`config.mk`:
```
export PLATFORM = sky130hd
export DESIGN_NAME = unicode_escape_to_utf8_core
export DESIGN_NICKNAME = d
export VERILOG_FILES = /design/src/uetu_pkg.sv /design/src/uetu_decode.sv /design/src/uetu_serializer.sv /design/src/unicode_escape_to_utf8_core.sv
export VERILOG_INCLUDE_DIRS = /design/src /design/src/src
export SDC_FILE = /design/constraint.sdc
export NUM_CORES = 1
export LEC_CHECK = 0
export BUFFER_PORTS_ARGS = -buffer_cell sky130_fd_sc_hd__buf_4
export CORE_UTILIZATION = 40
export DETAILED_ROUTE_END_ITERATION = 10
export HOLD_SLACK_MARGIN = 0.06
export PLACE_DENSITY_LB_ADDON = 0.3
export SYNTH_ARGS = -nofsm -noshare
export SYNTH_HDL_FRONTEND = slang
export SYNTH_SLANG_ARGS = --single-unit
export TNS_END_PERCENT = 20
```
`constraint.sdc`:
```
create_clock -name clk -period 5 [get_ports clk]
set_clock_uncertainty 0.05 [all_clocks]
set_input_delay 0.75 -clock clk [delete_from_list [all_inputs] [get_ports clk]]
set_output_delay 0.75 -clock clk [all_outputs]
set_load 0.01 [all_outputs]
```
`src/assert_macros.svh`:
```
// ---------------------------------------------------------------------------
// assert_macros.svh
// Clocked assertion macros, empty when SYNTHESIS is defined.
// ---------------------------------------------------------------------------
`ifndef ASSERT_MACROS_SVH
`define ASSERT_MACROS_SVH

`ifndef SYNTHESIS

`define ASSERT_CLK(lbl, clk, rst_n, prop, msg) \
	lbl: assert property (@(posedge clk) disable iff (!rst_n) prop) else $error(msg);

`define ASSERT_NEVER(lbl, clk, rst_n, cond, msg) \
	lbl: assert property (@(posedge clk) disable iff (!rst_n) !(cond)) else $error(msg);

`else

`define ASSERT_CLK(lbl, clk, rst_n, prop, msg)

`define ASSERT_NEVER(lbl, clk, rst_n, cond, msg)

`endif

`endif

```
`src/uetu_pkg.sv`:
```
// ---------------------------------------------------------------------------
// uetu_pkg
// Shared types and constants of the escape-to-UTF-8 decoder.
// ---------------------------------------------------------------------------
package uetu_pkg;

	localparam int MaxResults = 4;
	localparam int CntW       = $clog2(MaxResults + 1);
	localparam int IdxW       = $clog2(MaxResults);

	typedef logic [7:0] byte_t;

	typedef struct packed {
		logic [MaxResults-1:0][7:0] bytes;
		logic                       bad;
		logic [CntW-1:0]            cnt;
		logic                       eos;
	} res_bundle_t;

endpackage

```
`src/uetu_decode.sv`:
```
// ---------------------------------------------------------------------------
// uetu_decode
// Escape state and single-pass decode of one byte into its result bundle.
// ---------------------------------------------------------------------------
module uetu_decode
	import uetu_pkg::*;
(
	input  logic        clk,
	input  logic        arst_n,
	input  byte_t       in_byte,
	input  logic        in_eos,
	input  logic        advance,
	output res_bundle_t res
);

	typedef enum logic [2:0] {
		PH_IDLE = 3'd0,
		PH_BSL  = 3'd1,
		PH_HEX0 = 3'd2,
		PH_HEX1 = 3'd3,
		PH_HEX2 = 3'd4,
		PH_HEX3 = 3'd5
	} phase_t;

	localparam byte_t ChBsl = 8'h5C;
	localparam byte_t ChU   = 8'h75;

	function automatic logic [4:0] hex_nib(input byte_t c);
		logic [4:0] r;
		r = 5'b0;
		if (c >= 8'h30 && c <= 8'h39) r = {1'b1, 4'(c - 8'h30)};
		else if (c >= 8'h61 && c <= 8'h66) r = {1'b1, 4'(c - 8'h57)};
		else if (c >= 8'h41 && c <= 8'h46) r = {1'b1, 4'(c - 8'h37)};
		return r;
	endfunction

	function automatic logic [16:0] absorb(input logic [15:0] hv, input logic stp,
		input byte_t c);
		logic [4:0]  h;
		logic [16:0] r;
		h = hex_nib(c);
		r = {stp, hv};
		if (!stp) begin
			if (h[4]) r = {1'b0, hv[11:0], h[3:0]};
			else r = {1'b1, hv};
		end
		return r;
	endfunction

	phase_t      phase_q, phase_d;
	logic [15:0] hv_q, hv_d;
	logic        stop_q, stop_d;
	byte_t       held_q [3];
	logic        held_we;
	logic [1:0]  j;
	logic [16:0] abs_r;
	logic [15:0] v;
	logic [4:0]  nib0;
	logic [3:0][7:0] t;
	logic [3:0]  keep;
	logic [2:0]  len;
	logic [2:0]  oi;

	assign j     = 2'(3'(phase_q) - 3'(PH_HEX0));
	assign abs_r = absorb(hv_q, stop_q, in_byte);
	assign v     = abs_r[15:0];
	assign nib0  = hex_nib(held_q[0]);

	always_comb begin
		t[0] = ChU;
		for (int k = 1; k < 4; k++) begin
			t[k] = (2'(k - 1) < j) ? held_q[k-1] : in_byte;
		end
		len = 3'(j) + 3'd2;
		for (int k = 0; k < 4; k++) begin
			keep[k] = (3'(k) < len) &&
				!(t[k] == ChBsl && (3'(k + 1) < len) && t[(k + 1) % 4] == ChU);
		end
	end

	always_comb begin
		res     = '0;
		res.eos = in_eos;
		phase_d = phase_q;
		hv_d    = hv_q;
		stop_d  = stop_q;
		held_we = 1'b0;
		oi      = 3'd0;
		unique case (phase_q) inside
			PH_BSL: begin
				if (in_byte == ChU) begin
					hv_d   = 16'd0;
					stop_d = 1'b0;
					if (in_eos) begin
						res.bytes[0] = ChU;
						res.cnt      = CntW'(1);
						phase_d      = PH_IDLE;
					end else begin
						phase_d = PH_HEX0;
					end
				end else begin
					res.bytes[0] = ChBsl;
					if (in_byte == ChBsl && !in_eos) begin
						res.cnt = CntW'(1);
						phase_d = PH_BSL;
					end else begin
						res.bytes[1] = in_byte;
						res.cnt      = CntW'(2);
						phase_d      = PH_IDLE;
					end
				end
			end
			PH_HEX0, PH_HEX1, PH_HEX2: begin
				if (in_eos) begin
					for (int k = 0; k < 4; k++) begin
						if (keep[k]) begin
							res.bytes[oi[1:0]] = t[k];
							oi = oi + 3'd1;
						end
					end
					res.cnt = CntW'(oi);
					phase_d = PH_IDLE;
				end else begin
					held_we = 1'b1;
					hv_d    = abs_r[15:0];
					stop_d  = abs_r[16];
					phase_d = phase_t'(3'(phase_q) + 3'd1);
				end
			end
			PH_HEX3: begin
				hv_d   = abs_r[15:0];
				stop_d = abs_r[16];
				if (!nib0[4]) begin
					res.bad = 1'b1;
					res.cnt = CntW'(1);
				end else if (v <= 16'h007F) begin
					res.bytes[0] = v[7:0];
					res.cnt      = CntW'(1);
				end else if (v <= 16'h07FF) begin
					res.bytes[0] = 8'hC0 | {3'b0, v[10:6]};
					res.bytes[1] = 8'h80 | {2'b0, v[5:0]};
					res.cnt      = CntW'(2);
				end else begin
					res.bytes[0] = 8'hE0 | {4'b0, v[15:12]};
					res.bytes[1] = 8'h80 | {2'b0, v[11:6]};
					res.bytes[2] = 8'h80 | {2'b0, v[5:0]};
					res.cnt      = CntW'(3);
				end
				phase_d = PH_IDLE;
			end
			default: begin
				if (in_byte == ChBsl && !in_eos) begin
					phase_d = PH_BSL;
				end else begin
					res.bytes[0] = in_byte;
					res.cnt      = CntW'(1);
					phase_d      = PH_IDLE;
				end
			end
		endcase
		if (in_eos) phase_d = PH_IDLE;
	end

	always_ff @(posedge clk or negedge arst_n) begin
		if (!arst_n) begin
			phase_q <= PH_IDLE;
			hv_q    <= 16'd0;
			stop_q  <= 1'b0;
		end else if (advance) begin
			phase_q <= phase_d;
			hv_q    <= hv_d;
			stop_q  <= stop_d;
		end
	end

	always_ff @(posedge clk) begin
		if (advance && held_we) begin
			held_q[j] <= in_byte;
		end
	end

endmodule

```
`src/uetu_serializer.sv`:
```
// ---------------------------------------------------------------------------
// uetu_serializer
// Result register that drains one bundle as single output transactions.
// ---------------------------------------------------------------------------
module uetu_serializer
	import uetu_pkg::*;
(
	input  logic        clk,
	input  logic        arst_n,
	input  res_bundle_t res,
	input  logic        load,
	output logic        load_rdy,
	output logic        m_axis_tvalid,
	input  logic        m_axis_tready,
	output logic [7:0]  m_axis_tdata,
	output logic        m_axis_tlast,
	output logic [1:0]  m_axis_tuser
);

	res_bundle_t     buf_q;
	logic [CntW-1:0] left_q;
	logic [IdxW-1:0] idx_q;

	assign m_axis_tvalid = (left_q != '0);
	assign m_axis_tdata  = buf_q.bytes[idx_q];
	assign m_axis_tlast  = (left_q == CntW'(1));
	assign m_axis_tuser  = {m_axis_tlast & buf_q.eos, buf_q.bad};
	assign load_rdy      = (left_q == '0) || (m_axis_tlast && m_axis_tready);

	always_ff @(posedge clk or negedge arst_n) begin
		if (!arst_n) begin
			left_q <= '0;
			idx_q  <= '0;
		end else if (load) begin
			left_q <= res.cnt;
			idx_q  <= '0;
		end else if (m_axis_tvalid && m_axis_tready) begin
			left_q <= left_q - CntW'(1);
			idx_q  <= idx_q + IdxW'(1);
		end
	end

	always_ff @(posedge clk) begin
		if (load) begin
			buf_q <= res;
		end
	end

endmodule

```
`src/unicode_escape_to_utf8_core.sv`:
```
// ---------------------------------------------------------------------------
// unicode_escape_to_utf8_core
// Stream decoder that turns backslash-u hex escapes into UTF-8 bytes.
// ---------------------------------------------------------------------------
// Usage:
//   Input stream: one text byte per transaction on s_axis_tdata, with
//   s_axis_tlast on the final byte of a stream. Output stream: one byte per
//   transaction; m_axis_tlast marks the final byte caused by an input byte,
//   m_axis_tuser[0] flags a bad escape, m_axis_tuser[1] marks stream end.
//   A byte passes the input register, then the result register. Throughput:
//   one input byte per cycle while the receiver is ready and each byte yields
//   at most one output byte; a byte that yields several holds the output
//   register until all are taken, and escape bytes that yield nothing do not
//   hold it. The output register drains one entry per cycle while
//   m_axis_tready is high; the input register accepts the next byte while
//   the current result is still being taken. Reset clears the escape state,
//   the input register and the result count. When the receiver stalls,
//   results hold and the input register fills, then s_axis_tready falls.
// ---------------------------------------------------------------------------
`include "assert_macros.svh"

module unicode_escape_to_utf8_core
	import uetu_pkg::*;
(
	input  logic       clk,
	input  logic       arst_n,
	input  logic       s_axis_tvalid,
	output logic       s_axis_tready,
	input  logic [7:0] s_axis_tdata,  // [7:0] in_byte
	input  logic       s_axis_tlast,
	output logic       m_axis_tvalid,
	input  logic       m_axis_tready,
	output logic [7:0] m_axis_tdata,  // [7:0] out_byte
	output logic       m_axis_tlast,
	output logic [1:0] m_axis_tuser   // [0] bad_escape, [1] stream_done
);

	byte_t       byte_s1;
	logic        eos_s1;
	logic        vld_s1;
	logic        load_rdy;
	logic        load;
	res_bundle_t res;

	assign load          = vld_s1 && load_rdy;
	assign s_axis_tready = !vld_s1 || load_rdy;

	always_ff @(posedge clk or negedge arst_n) begin
		if (!arst_n) begin
			vld_s1 <= 1'b0;
		end else if (s_axis_tvalid && s_axis_tready) begin
			vld_s1 <= 1'b1;
		end else if (load) begin
			vld_s1 <= 1'b0;
		end
	end

	always_ff @(posedge clk) begin
		if (s_axis_tvalid && s_axis_tready) begin
			byte_s1 <= s_axis_tdata;
			eos_s1  <= s_axis_tlast;
		end
	end

	uetu_decode u_decode (
		.clk     (clk),
		.arst_n  (arst_n),
		.in_byte (byte_s1),
		.in_eos  (eos_s1),
		.advance (load),
		.res     (res)
	);

	uetu_serializer u_serializer (
		.clk           (clk),
		.arst_n        (arst_n),
		.res           (res),
		.load          (load),
		.load_rdy      (load_rdy),
		.m_axis_tvalid (m_axis_tvalid),
		.m_axis_tready (m_axis_tready),
		.m_axis_tdata  (m_axis_tdata),
		.m_axis_tlast  (m_axis_tlast),
		.m_axis_tuser  (m_axis_tuser)
	);

	`ASSERT_CLK(a_bad_alone, clk, arst_n, m_axis_tvalid && m_axis_tuser[0] |-> m_axis_tlast && m_axis_tdata == 8'h00, "bad escape result is not a single zero byte")
	`ASSERT_NEVER(a_done_last, clk, arst_n, m_axis_tvalid && m_axis_tuser[1] && !m_axis_tlast, "stream end flagged before last byte of run")
	`ASSERT_CLK(a_s1_held, clk, arst_n, vld_s1 && !load |=> vld_s1 && $stable(byte_s1), "pending input byte lost")

endmodule
```
==> impl_metrics.tcl <==
set metrics [dict create \
    synthTopCellsByArea "edfxtp_1 35%, dfrtp_1 11%, ha_1 3.4%" \
    post_drt_wl_per_cell_um 24.9 \
    max_cap_violations 0 \
    ys_seq_area_frac 0.458 \
    timing.hold.ws_ns 0.245 \
    post_drt_via_cell_ratio 6.50 \
    clk_path_buf_depth 2 \
    postCtsSetupBuffers 0 \
    dieHeight_um 123 \
    utilization 0.467 \
    min_period_ns 4.23 \
    hold_viol 0 \
    grt.total_usage 0.264 \
    p_per_area_nw_per_um2 446 \
    synth_edf_count 67 \
    drt-total-wl_um 18800 \
    reg2reg_from "u_decode.phase_q[1]" \
    async_flop_share 0.280 \
    relSlewSlack 0.285 \
    seqCellArea_um2 2660 \
    postCtsResizedCells 0 \
    r2r_slack_ns 0.77 \
    synth_cells 550 \
    finalSetupTns_ns 0 \
    cp.required_ns 5.04 \
    htreeDepth 3 \
    fp-row-count 43 \
    cp-end-kind "flip-flop" \
    synth_area_um2 5820 \
    num_vias 4922 \
    grt_max_degree 41 \
    route.detailed.drc 0 \
    yosysWarningCount 0 \
    grt_pass1_vias 4667 \
    drv_slew 0 \
    tightest_slew_ns 1.06 \
    synth_cell_types 82 \
    clk_pin_slew_ns 0.08 \
    clk_latency_ns 0.37 \
    start_kind "flip-flop" \
    avgSynthCellArea_um2 10.6 \
    crit_start "u_decode.phase_q[1]" \
    ctsHoldBuffers 0 \
    peakVddDrop_mv 0.298 \
    overflow 0 \
    min_path_type "in2async" \
    dieArea_um2 15000 \
    antenna-diode-count 0 \
    clock-sinks 93 \
    worstSetupEndpoint "u_serializer.buf_q[14]" \
    synth_nets 579 \
    grt_pass1_wl_um 28500 \
    r2r_cells 15 \
    cts_tree "yes" \
    min_period_over_period 0.847 \
    start_util 0.414 \
    syn_to_final_growth_pct 12.7 \
    antenna_found_initial 1 \
    io_buffer_count 25 \
    multi_input_area_um2 2900 \
    numCtsBuffers 9 \
    drive_gt1_frac 0.166 \
    io_pins 26 \
    root_buffer "clkbuf_16" \
    synth_top_area_cell "edfxtp_1" \
    final_nets 601 \
    timing.rr.end "u_serializer.buf_q[14]" \
    dr.pass1.iters 5 \
    fillCellCount 1282 \
    hpwl_um 14000 \
    cp_max_fo 16 \
    outcome "finished clean" \
    synth_top_area_share 0.346 \
    fmax_mhz 236 \
    gp_congestion 0.986 \
    drt-initial-drc-count 576 \
    p_leak_nw 2.38 \
    synth-main-ff-cell "edfxtp_1" \
    grt_setup_unrepaired "no" \
    setup-violations-final 0 \
    ant_nets 0 \
    die_width_um 123 \
    critPathKind "reg2reg" \
    core-area_um2 14000 \
    ys_ff_latch 93 \
    crit_arrival_ns 4.27 \
]
-- worst min path at each step --
| stage | slack (ns) | start | end | cells past startpoint |
|---|---|---|---|---|
| floorplan | 0.39 | eos_s1 | u_serializer.buf_q[0] | 0 |
| global placement | 0.47 | u_decode.hv_q[13] | u_decode.hv_q[13] | 1 |
| detailed placement | 0.48 | u_decode.hv_q[13] | u_decode.hv_q[13] | 1 |
| CTS | 0.26 | arst_n | vld_s1 | 1 |
| global route | 0.27 | arst_n | vld_s1 | 1 |
| finish | 0.24 | arst_n | u_serializer.left_q[2] | 1 |
-- metrics by stage --
stage	instances	total power (W)	worst slack [ns]	instance area, um^2
after floorplan	550	0.00177	1.28	5820
after global placement	741	0.00216	0.908	6230
after detailed placement	741	0.00217	0.844	6230
after CTS	757	0.00293	0.828	6560
after global routing	757	0.00307	0.475	6560
final	757	0.00293	0.767	6560
-- registers in the layout (all words and copies together) (netlist names) --
register and cells:
eos_s1 1, u_serializer.buf_q 33, u_decode.stop_q 1, u_decode.hv_q 16, u_decode.phase_q 3, byte_s1 8
u_serializer.left_q 3, u_serializer.idx_q 2, vld_s1 1, u_decode.held_q 24, u_serializer.m_axis_tuser 1
-- report_power, final --
part	internal (W)	total, W	switching, W
registers	0.00102	0.00116	0.000145
clock network	0.000445	0.000768	0.000323
logic	0.000412	0.000995	0.000582
-- cells in the mapped netlist, drive strengths merged, types with 6 or more instances --
master	instances
o21ai	32
a21oi	29
nor3	10
nand2	36
o211ai	10
o221ai	6
and2	9
nand3	11
a22o	16
nor4	6
dfrtp	26
edfxtp	67
inv	23
nor2	43
nand2b	7
mux2	10
clkbuf	19
a211oi	13
buf	17
a221o	7
a22oi	8
mux4	8
a31oi	11
mux2i	16
ha	16
-- cells by family (layout without fill, tap and decap cells) --
| kind of cell | after synthesis | count (layout) | share of synthesized area |
|---|---|---|---|
| and+or+nand+nor | 159 | 159 | 0.146 |
| AOI/OAI and AO/OA | 187 | 187 | 0.237 |
| muxes | 34 | 34 | 0.0778 |
| xor gates and xnor gates | 2 | 2 | 0.00301 |
| adders and majority gates | 16 | 16 | 0.0344 |
| buffers and inverters | 59 | 86 | 0.0443 |
| DFF | 93 | 93 | 0.458 |
-- cell type report --
type	instances	area share
Sequential cell	93	0.406
Timing Repair Buffer	47	0.0538
Inverter	23	0.0132
Clock inverter	7	0.0155
Tap cell	180	0.0344
Multi-Input combinational cell	398	0.443
Clock buffer	9	0.0344
-- cells in the final DEF (no fill, tap or decap), types with 16 or more instances in the layout --
cell type  synthesis  final
o21ai_0           31     31
buf_4              4     47
edfxtp_1          67     67
a22o_1            16     16
inv_1             22     22
nor2_1            43     43
ha_1              16     16
mux2i_1           16     16
a21oi_1           28     28
dfrtp_1           26     26
nand2_1           36     36
-- worst max-delay path, stage by stage (launching register included) --
cell	delay, ns
dfrtp_1	0.38
inv_1	0.13
ha_1	0.53
mux2i_1	0.32
or4b_4	0.63
nor2_1	0.12
a21oi_1	0.15
inv_1	0.10
ha_1	0.19
inv_1	0.10
a311oi_2	0.24
buf_4	0.26
mux2i_1	0.22
o2bb2ai_1	0.13
a311oi_1	0.25
o31ai_1	0.15
-- per-layer routing --
layer | up-vias | wire (um) | GRT usage
met5 | - | 0 | 0
met4 | 0 | 543 | 0.101
met3 | 43 | 1620 | 0.0790
met2 | 241 | 8270 | 0.386
met1 | 2432 | 8410 | 0.366
li1 | 2206 | - | -
Note: power is estimated with default switching activity, not from simulation.
